===== src/rtl/vpic_pkg.sv =====
// ----------------------------------------------------------------------------
// vpic_pkg
// types, register indexes and constants shared by the interrupt controller
// ----------------------------------------------------------------------------
package vpic_pkg;

   localparam int NUM_SOURCES = 64;
   localparam int NUM_GROUPS  = NUM_SOURCES / 8;

   localparam logic [31:0] CTRL_WRITE_BITS = 32'h0179_0ffc;
   localparam logic [31:0] CTRL_ABORT_FLAG = 32'h0200_0000;
   localparam logic [4:0]  MASK_ALL        = 5'h1f;

   // command codes
   localparam logic [1:0] CMD_READ  = 2'd0;
   localparam logic [1:0] CMD_WRITE = 2'd1;
   localparam logic [1:0] CMD_LINE  = 2'd2;

   // register word indexes (byte offset / 4)
   localparam logic [4:0] REG_CTRL     = 5'd0;
   localparam logic [4:0] REG_MASK     = 5'd1;
   localparam logic [4:0] REG_ENA_NUM  = 5'd2;
   localparam logic [4:0] REG_DIS_NUM  = 5'd3;
   localparam logic [4:0] REG_ENA_HI   = 5'd4;
   localparam logic [4:0] REG_ENA_LO   = 5'd5;
   localparam logic [4:0] REG_TYPE_HI  = 5'd6;
   localparam logic [4:0] REG_TYPE_LO  = 5'd7;
   localparam logic [4:0] REG_PRIO_0   = 5'd8;
   localparam logic [4:0] REG_PRIO_7   = 5'd15;
   localparam logic [4:0] REG_NVEC     = 5'd16;
   localparam logic [4:0] REG_FVEC     = 5'd17;
   localparam logic [4:0] REG_LINE_HI  = 5'd18;
   localparam logic [4:0] REG_LINE_LO  = 5'd19;
   localparam logic [4:0] REG_FORCE_HI = 5'd20;
   localparam logic [4:0] REG_FORCE_LO = 5'd21;
   localparam logic [4:0] REG_NPEND_HI = 5'd22;
   localparam logic [4:0] REG_NPEND_LO = 5'd23;
   localparam logic [4:0] REG_FPEND_HI = 5'd24;
   localparam logic [4:0] REG_FPEND_LO = 5'd25;

   typedef struct packed {
      logic [1:0]  command;
      logic [6:0]  register_offset;
      logic [31:0] write_data;
      logic [5:0]  source_number;
   } vpic_req_type;

   typedef struct packed {
      logic [31:0] read_data;
      logic        irq_asserted;
      logic        fiq_asserted;
      logic        access_error;
   } vpic_rsp_type;

   typedef struct packed {
      logic       capture;
      logic       exec;
      logic       scan_clear;
      logic       scan_en;
      logic [2:0] scan_idx;
      logic       out_load;
   } vpic_cmd_type;

   typedef enum logic [1:0] {
      ST_IDLE,
      ST_EXEC,
      ST_SCAN,
      ST_DONE
   } vpic_state_type;

endpackage


===== src/rtl/vectored_priority_interrupt_controller_unit.sv =====
// ----------------------------------------------------------------------------
// vectored_priority_interrupt_controller_unit
// 64-source vectored priority interrupt controller, one beat in, one beat out
// ----------------------------------------------------------------------------
// each request beat (bus read, bus write or source line change) yields one
// response beat with the read image, the irq/fiq levels after the beat and an
// access error flag. once the beat is accepted there is an execute step, a
// scan that walks the priority registers eight sources at a time to find
// the highest pending normal priority and the highest pending fast index,
// and a load into the response register. the response is offered from the
// next cycle on. a new request is taken once the previous result is loaded,
// even while that result is still stalled at the output; its own load then
// waits until the output is free.
module vectored_priority_interrupt_controller_unit
   import vpic_pkg::*;
(
   input  logic         clock,
   input  logic         reset,
   input  logic         req_valid,
   output logic         req_stall,
   input  vpic_req_type req_payload,
   output logic         rsp_valid,
   input  logic         rsp_stall,
   output vpic_rsp_type rsp_payload
);

   // command bundle from the sequencer to the datapath
   vpic_cmd_type cmd;

   vpic_ctrl u_ctrl (
      .clock     (clock),
      .reset     (reset),
      .req_valid (req_valid),
      .req_stall (req_stall),
      .rsp_valid (rsp_valid),
      .rsp_stall (rsp_stall),
      .cmd       (cmd)
   );

   vpic_dp u_dp (
      .clock       (clock),
      .reset       (reset),
      .cmd         (cmd),
      .req_payload (req_payload),
      .rsp_payload (rsp_payload)
   );

endmodule


===== src/rtl/vpic_ctrl.sv =====
// ----------------------------------------------------------------------------
// vpic_ctrl
// sequencer: capture, execute, eight-group priority scan, result load
// ----------------------------------------------------------------------------
module vpic_ctrl
   import vpic_pkg::*;
(
   input  logic         clock,
   input  logic         reset,
   input  logic         req_valid,
   output logic         req_stall,
   output logic         rsp_valid,
   input  logic         rsp_stall,
   output vpic_cmd_type cmd
);

   vpic_state_type state_ff, state_in;
   logic [2:0]     cnt_ff, cnt_in;
   logic           rsp_valid_ff, rsp_valid_in;
   logic           out_free;

   assign out_free = !rsp_valid_ff || !rsp_stall;

   always_comb begin
      state_in = state_ff;
      unique case (state_ff)
         ST_IDLE: if (req_valid) state_in = ST_EXEC;
         ST_EXEC: state_in = ST_SCAN;
         ST_SCAN: if (cnt_ff == 3'(NUM_GROUPS - 1)) state_in = ST_DONE;
         ST_DONE: if (out_free) state_in = ST_IDLE;
         default: state_in = ST_IDLE;
      endcase
   end

   always_comb begin
      cmd            = '0;
      cmd.capture    = (state_ff == ST_IDLE) && req_valid;
      cmd.exec       = (state_ff == ST_EXEC);
      cmd.scan_clear = (state_ff == ST_EXEC);
      cmd.scan_en    = (state_ff == ST_SCAN);
      cmd.scan_idx   = cnt_ff;
      cmd.out_load   = (state_ff == ST_DONE) && out_free;
   end

   assign cnt_in       = (state_ff == ST_SCAN) ? cnt_ff + 3'd1 : 3'd0;
   assign rsp_valid_in = cmd.out_load || (rsp_valid_ff && rsp_stall);
   assign req_stall    = (state_ff != ST_IDLE);
   assign rsp_valid    = rsp_valid_ff;

   always_ff @(posedge clock) begin
      if (reset) begin
         state_ff     <= ST_IDLE;
         cnt_ff       <= 3'd0;
         rsp_valid_ff <= 1'b0;
      end else begin
         state_ff     <= state_in;
         cnt_ff       <= cnt_in;
         rsp_valid_ff <= rsp_valid_in;
      end
   end

endmodule


===== src/rtl/vpic_dp.sv =====
// ----------------------------------------------------------------------------
// vpic_dp
// register file, pending logic, priority scan and result register
// ----------------------------------------------------------------------------
module vpic_dp
   import vpic_pkg::*;
(
   input  logic         clock,
   input  logic         reset,
   input  vpic_cmd_type cmd,
   input  vpic_req_type req_payload,
   output vpic_rsp_type rsp_payload
);

   vpic_req_type req_ff;
   logic [63:0]  lines_ff, force_ff, ena_ff, type_ff;
   logic [31:0]  prio_ff [NUM_GROUPS];
   logic [4:0]   mask_ff;
   logic [31:0]  ctrl_ff;
   logic         err_ff;
   logic         found_ff, fvalid_ff;
   logic [5:0]   best_idx_ff, fidx_ff;
   logic [3:0]   best_lvl_ff;
   vpic_rsp_type out_ff;

   logic [63:0] np, fp;
   logic [4:0]  word;
   logic        aligned;
   logic [31:0] wd;
   logic        num_ok;

   assign np      = (lines_ff | force_ff) & ena_ff & ~type_ff;
   assign fp      = (lines_ff | force_ff) & ena_ff & type_ff;
   assign word    = req_ff.register_offset[6:2];
   assign aligned = (req_ff.register_offset[1:0] == 2'b00);
   assign wd      = req_ff.write_data;
   assign num_ok  = (wd[31:6] == 26'd0);

   // access error of the captured beat
   logic err_calc;
   always_comb begin
      err_calc = 1'b0;
      unique case (req_ff.command)
         CMD_READ:  err_calc = !aligned || (word > REG_FPEND_LO);
         CMD_WRITE: begin
            if (!aligned) err_calc = 1'b1;
            else begin
               unique case (word)
                  REG_ENA_NUM, REG_DIS_NUM: err_calc = !num_ok;
                  REG_CTRL, REG_MASK, REG_ENA_HI, REG_ENA_LO, REG_TYPE_HI,
                  REG_TYPE_LO, REG_FORCE_HI, REG_FORCE_LO: err_calc = 1'b0;
                  default: err_calc = !((word >= REG_PRIO_0) && (word <= REG_PRIO_7));
               endcase
            end
         end
         CMD_LINE:  err_calc = 1'b0;
         default:   err_calc = 1'b1;
      endcase
   end

   // state update
   always_ff @(posedge clock) begin
      if (cmd.capture) req_ff <= req_payload;
      if (reset) begin
         lines_ff <= '0;
         force_ff <= '0;
         ena_ff   <= '0;
         type_ff  <= '0;
         mask_ff  <= MASK_ALL;
         ctrl_ff  <= '0;
         for (int g = 0; g < NUM_GROUPS; g++) prio_ff[g] <= '0;
      end else if (cmd.exec) begin
         if (req_ff.command == CMD_LINE) begin
            lines_ff[req_ff.source_number] <= !wd[0];
         end else if (req_ff.command == CMD_WRITE && aligned) begin
            unique case (word)
               REG_CTRL: ctrl_ff <= (wd & CTRL_WRITE_BITS) |
                                    (wd[25] ? 32'd0 : (ctrl_ff & CTRL_ABORT_FLAG));
               REG_MASK:     mask_ff <= wd[4:0];
               REG_ENA_NUM:  if (num_ok) ena_ff[wd[5:0]] <= 1'b1;
               REG_DIS_NUM:  if (num_ok) ena_ff[wd[5:0]] <= 1'b0;
               REG_ENA_HI:   ena_ff[63:32]   <= wd;
               REG_ENA_LO:   ena_ff[31:0]    <= wd;
               REG_TYPE_HI:  type_ff[63:32]  <= wd;
               REG_TYPE_LO:  type_ff[31:0]   <= wd;
               REG_FORCE_HI: force_ff[63:32] <= wd;
               REG_FORCE_LO: force_ff[31:0]  <= wd;
               default: begin
                  if ((word >= REG_PRIO_0) && (word <= REG_PRIO_7))
                     prio_ff[word[2:0]] <= wd;
               end
            endcase
         end
      end
   end

   always_ff @(posedge clock) begin
      if (cmd.exec) err_ff <= err_calc;
   end

   // one group of eight sources per cycle, ascending index
   logic       found_in, fvalid_in;
   logic [5:0] best_idx_in, fidx_in;
   logic [3:0] best_lvl_in;
   logic [7:0] gnp, gfp;
   logic [31:0] gprio;
   always_comb begin
      gnp         = np[{cmd.scan_idx, 3'b000} +: 8];
      gfp         = fp[{cmd.scan_idx, 3'b000} +: 8];
      gprio       = prio_ff[cmd.scan_idx];
      found_in    = found_ff;
      fvalid_in   = fvalid_ff;
      best_idx_in = best_idx_ff;
      best_lvl_in = best_lvl_ff;
      fidx_in     = fidx_ff;
      for (int i = 0; i < 8; i++) begin
         if (gnp[i] && (!found_in || gprio[4*i +: 4] > best_lvl_in)) begin
            found_in    = 1'b1;
            best_idx_in = {cmd.scan_idx, 3'(i)};
            best_lvl_in = gprio[4*i +: 4];
         end
         if (gfp[i]) begin
            fvalid_in = 1'b1;
            fidx_in   = {cmd.scan_idx, 3'(i)};
         end
      end
   end

   always_ff @(posedge clock) begin
      if (cmd.scan_clear) begin
         found_ff  <= 1'b0;
         fvalid_ff <= 1'b0;
      end else if (cmd.scan_en) begin
         found_ff    <= found_in;
         fvalid_ff   <= fvalid_in;
         best_idx_ff <= best_idx_in;
         best_lvl_ff <= best_lvl_in;
         fidx_ff     <= fidx_in;
      end
   end

   // read image
   logic [31:0] rd;
   always_comb begin
      rd = 32'd0;
      if (req_ff.command == CMD_READ && aligned) begin
         unique case (word)
            REG_CTRL:     rd = ctrl_ff;
            REG_MASK:     rd = {27'd0, mask_ff};
            REG_ENA_HI:   rd = ena_ff[63:32];
            REG_ENA_LO:   rd = ena_ff[31:0];
            REG_TYPE_HI:  rd = type_ff[63:32];
            REG_TYPE_LO:  rd = type_ff[31:0];
            REG_NVEC:     rd = found_ff ? {10'd0, best_idx_ff, 12'd0, best_lvl_ff} : '1;
            REG_FVEC:     rd = fvalid_ff ? {26'd0, fidx_ff} : '1;
            REG_LINE_HI:  rd = lines_ff[63:32];
            REG_LINE_LO:  rd = lines_ff[31:0];
            REG_FORCE_HI: rd = force_ff[63:32];
            REG_FORCE_LO: rd = force_ff[31:0];
            REG_NPEND_HI: rd = np[63:32];
            REG_NPEND_LO: rd = np[31:0];
            REG_FPEND_HI: rd = fp[63:32];
            REG_FPEND_LO: rd = fp[31:0];
            default: begin
               if ((word >= REG_PRIO_0) && (word <= REG_PRIO_7)) rd = prio_ff[word[2:0]];
            end
         endcase
      end
   end

   always_ff @(posedge clock) begin
      if (cmd.out_load) begin
         out_ff.read_data    <= rd;
         out_ff.irq_asserted <= found_ff &&
                                ((mask_ff == MASK_ALL) || ({1'b0, best_lvl_ff} > mask_ff));
         out_ff.fiq_asserted <= (fp != 64'd0);
         out_ff.access_error <= err_ff;
      end
   end

   assign rsp_payload = out_ff;

   a_fiq_scan: assert property (@(posedge clock) disable iff (reset)
      cmd.out_load && (fp != 64'd0) |-> fvalid_ff)
      else $error("fast pending without scanned fast index");
   a_best_pending: assert property (@(posedge clock) disable iff (reset)
      cmd.out_load && found_ff |-> np[best_idx_ff])
      else $error("normal vector names a source that is not pending");
   a_scan_clear: assert property (@(posedge clock) disable iff (reset)
      cmd.scan_clear |=> !found_ff && !fvalid_ff)
      else $error("scan result not cleared");

endmodule

===== config.mk =====
export PLATFORM = sky130hd
export DESIGN_NAME = vectored_priority_interrupt_controller_unit
export DESIGN_NICKNAME = d
export VERILOG_FILES = /design/src/rtl/vpic_pkg.sv /design/src/rtl/vectored_priority_interrupt_controller_unit.sv /design/src/rtl/vpic_ctrl.sv /design/src/rtl/vpic_dp.sv
export SDC_FILE = /design/constraint.sdc
export NUM_CORES = 2
export LEC_CHECK = 0
export BUFFER_PORTS_ARGS = -buffer_cell sky130_fd_sc_hd__buf_4
export CORE_ASPECT_RATIO = 2
export CORE_UTILIZATION = 25
export DETAILED_ROUTE_END_ITERATION = 10
export PLACE_DENSITY = 0.51
export SYNTH_ARGS = -nofsm -noshare
export SYNTH_HDL_FRONTEND = slang
export SYNTH_SLANG_ARGS = --single-unit

===== constraint.sdc =====
create_clock -name clock -period 16.7 [get_ports clock]
set_clock_uncertainty 0.05 [all_clocks]
set_input_delay 3.34 -clock clock [delete_from_list [all_inputs] [get_ports clock]]
set_output_delay 3.34 -clock clock [all_outputs]
set_load 0.03 [all_outputs]

==> reports/summary.txt <==
outcome - finished, violations left
violated checks - max-capacitance violations, max-slew violations
clk_lat worst skew - 0.74 ns
largest family of logic cells by synthesized area - compound AO/OA/AOI/OAI gates
Core Region - 140000 um2
worst path bufs/invs - 3
worst hold path class - reg2reg
detailed-route via count - 32997
via/cell ratio - 5.98
Worst Path Required - 17.06 ns
Hold Fails Final Rpt - 0
final RePlAce weighted congestion - 1.05
# clock sinks - 643
P_leak - 12.9 nW
antenna violations before repair - 13
Setup CP Type - reg2reg
Layout area overhead - 14.4%
Final min period - 15.28 ns
final WL - 203000 um
DRT Pass-1 Iters - 8
Post-Synth XOR/XNOR Area - 0
ranking of synthesized cells by area - edfxtp_1 30%, dfxtp_1 16%, mux4_2 9.3%, a21oi_1 5.3%, nand2_1 5.0%
GR Overflow Total - 0
nets@finish - 3691
Power Total - 4.57 mW
Mapped Area - 35300 um2
sequential area share after synthesis - 0.465
syn avg cell area - 9.70 um2
Power Dens Cells - 113 nW/um2
Initial Util - 0.252
maximum VDD drop - 101 uV
Routed Antenna Nets - 0
Max Transition Viols Final - 3
Max Cap Viol - 1
WL per Instance - 36.9 um
relative slew slack - -0.107
TritonCTS buffer count - 61
Mapped Cells - 3639
Post-Synth Simple-Gate Area - 0.174
clk buf depth - 3
share of cells above drive strength 1 - 0.156
port bufs - 87
Post-synth EDFFs - 355
Worst path max stage delay - 0.61 ns
H-tree levels - 2
mux share of post-synthesis cell area - 0.125
global-route wire length before repair - 274000 um
Worst setup EP type - flip-flop
1st-iter DRT viols - 4065
Yosys top cell area share - 0.302
compound-gate portion of the synthesized area - 0.176
synth warn - 0
Die X - 268 um
Crit path top cell by count - ha_1
largest net degree at the start of global routing - 95
Adder-Cell Fraction of Synth Area - 0.0152
RSZ-0062 raised after global routing - false
Max FO, Critical Path - 17
Reg clk slew, reported paths - 0.07 ns
nature of the critical path startpoint - flip-flop
Residual DRC - 0
Main synth FF type - edfxtp_1
commonest cells in the netlist - 467 x nand2_1, 374 x a21oi_1, 355 x edfxtp_1
most frequent cell after synthesis - nand2_1
final setup vio count - 0
worst slew pin tran - 1.64 ns
maximum operating frequency - 65.4 MHz
DPL Wire Length - 140000 um
CTS tree - built
total negative setup slack - 0 ns
Total Die Area - 143000 um2
total track usage - 0.281
Post-CTS Hold Fix Bufs - 0
slowest cell on the critical path - mux4_2
crit share post-route - 0.915
Root Driver - clkbuf_16
synthesized flop and latch total - 643
Rows - 194
leading area contributor after synthesis - edfxtp_1
worst path arrival time - 15.64 ns
vias in the first global route - 31993
Die H - 533 um
post-synth net total - 3733
Top delay family on crit path - compound AO/OA/AOI/OAI gates
synth unique cells - 88
asr flop ratio synth - 0
I/O pin cnt - 88
cells by family (layout without fill, tap and decap cells):
family	after synthesis	count (layout)
AOI/OAI and AO/OA	1006	1006
muxes	253	253
DFF	643	643
adders and majority gates	43	43
other	0	8
and+or+nand+nor	1296	1296
buffers and inverters	398	407
layer usage:
layer  wire length, um  GRT usage
met2            103000      0.495
met5                45          0
met1             63800      0.275
met3             13500     0.0507
met4             23300      0.263
worst reg2reg max path, delay by kind of cell (launching register included):
| kind | cells | cell delay [ns] |
|---|---|---|
| multiplexers | 3 | 1.55 |
| AO/OA/AOI/OAI | 34 | 6.69 |
| buffers and inverters | 3 | 0.37 |
| adder cells (fa/ha/maj) | 8 | 2.36 |
| flip-flops | 1 | 0.58 |
| AND/OR/NAND/NOR | 22 | 3.33 |
layout make-up:
type	count	area [um2]
Antenna cell	8	20.0
Clock buffer	81	1680
Clock inverter	33	419
Fill cell	14842	99400
Inverter	71	267
Multi-Input combinational cell	2598	17500
Sequential cell	643	16400
Tap cell	1862	2330
Timing Repair Buffer	222	1700
sequential cells by signal, summed over array words and instances, names as in the netlist, 15 cells and up, named ones only:
| name | flops |
|---|---|
| u_dp.ctrl_ff | 16 |
| u_dp.rsp_payload | 35 |
| u_dp.wd | 32 |
| u_dp.req_ff | 15 |
| u_dp.ena_ff | 64 |
| u_dp.lines_ff | 64 |
| u_dp.prio_ff | 256 |
| u_dp.force_ff | 64 |
| u_dp.type_ff | 64 |
where the power goes:
| part | total [mW] | switching [mW] | internal (mW) | leakage (nW) |
|---|---|---|---|---|
| combinational | 1.19 | 0.831 | 0.355 | 6.00 |
| sequential | 1.84 | 0.0919 | 1.74 | 5.89 |
| clock | 1.55 | 0.724 | 0.826 | 1.01 |
| total | 4.57 | 1.65 | 2.92 | 12.9 |
through the flow:
| step | cells | setup WS [ns] | hold slack [ns] | util | area (um2) |
|---|---|---|---|---|---|
| 6_report | 5518 | 1.42 | 0.369 | 0.289 | 40400 |
| 3_3_place_gp | 5395 | 1.14 | 0.354 | 0.274 | 38200 |
| 4_1_cts | 5509 | 1.12 | 0.372 | 0.289 | 40300 |
| 5_1_grt | 5511 | 0.227 | 0.398 | 0.289 | 40400 |
| 2_1_floorplan | 3639 | 3.42 | 0.350 | - | 35300 |
| 3_5_place_dp | 5395 | 1.18 | 0.355 | 0.274 | 38200 |
placed cells by master, fill, tap and decap left out, types with 8 or more instances in the layout:
cell | netlist | layout
a2111oi_0 | 11 | 9
a211oi_1 | 33 | 33
a21oi_1 | 374 | 374
a221oi_1 | 57 | 57
a222oi_1 | 9 | 9
a22oi_1 | 30 | 30
a31oi_1 | 35 | 35
and2_1 | 54 | 53
and3_1 | 12 | 12
buf_4 | 8 | 218
clkbuf_1 | 251 | 14
clkbuf_16 | 0 | 63
clkinv_1 | 26 | 34
dfxtp_1 | 288 | 282
diode_2 | 0 | 8
edfxtp_1 | 355 | 355
ha_1 | 43 | 43
inv_1 | 43 | 41
mux2_2 | 23 | 23
mux2i_1 | 83 | 83
mux4_2 | 145 | 145
nand2_1 | 467 | 467
nand2b_1 | 18 | 16
nand3_1 | 33 | 30
nand4_1 | 29 | 29
nor2_1 | 169 | 158
nor2b_1 | 18 | 17
nor3_1 | 309 | 300
nor3_2 | 0 | 9
nor4_1 | 72 | 66
o2111ai_1 | 8 | 8
o211ai_1 | 62 | 62
o21a_1 | 11 | 11
o21ai_0 | 248 | 245
o22ai_1 | 40 | 40
o311a_1 | 9 | 9
or2_2 | 16 | 16
or3_1 | 65 | 64
what timing repair did:
action                                  CTS  global route
gates resized for setup                   0             1
endpoints found under the setup margin    0             6
setup buffers                             0             0
path summary, 6_finish.rpt:
path	depth (start not counted)	slack (ns)	endpoint	startpoint
max	70	1.42	u_dp.best_idx_ff[1]	u_ctrl.cnt_ff[0]
min	0	0.37	u_dp.rsp_payload[0]	u_dp.err_ff
max reg2reg	70	1.42	u_dp.best_idx_ff[1]	u_ctrl.cnt_ff[0]
min reg2reg	0	0.37	u_dp.rsp_payload[0]	u_dp.err_ff
Power figures use the tool's default switching activity.
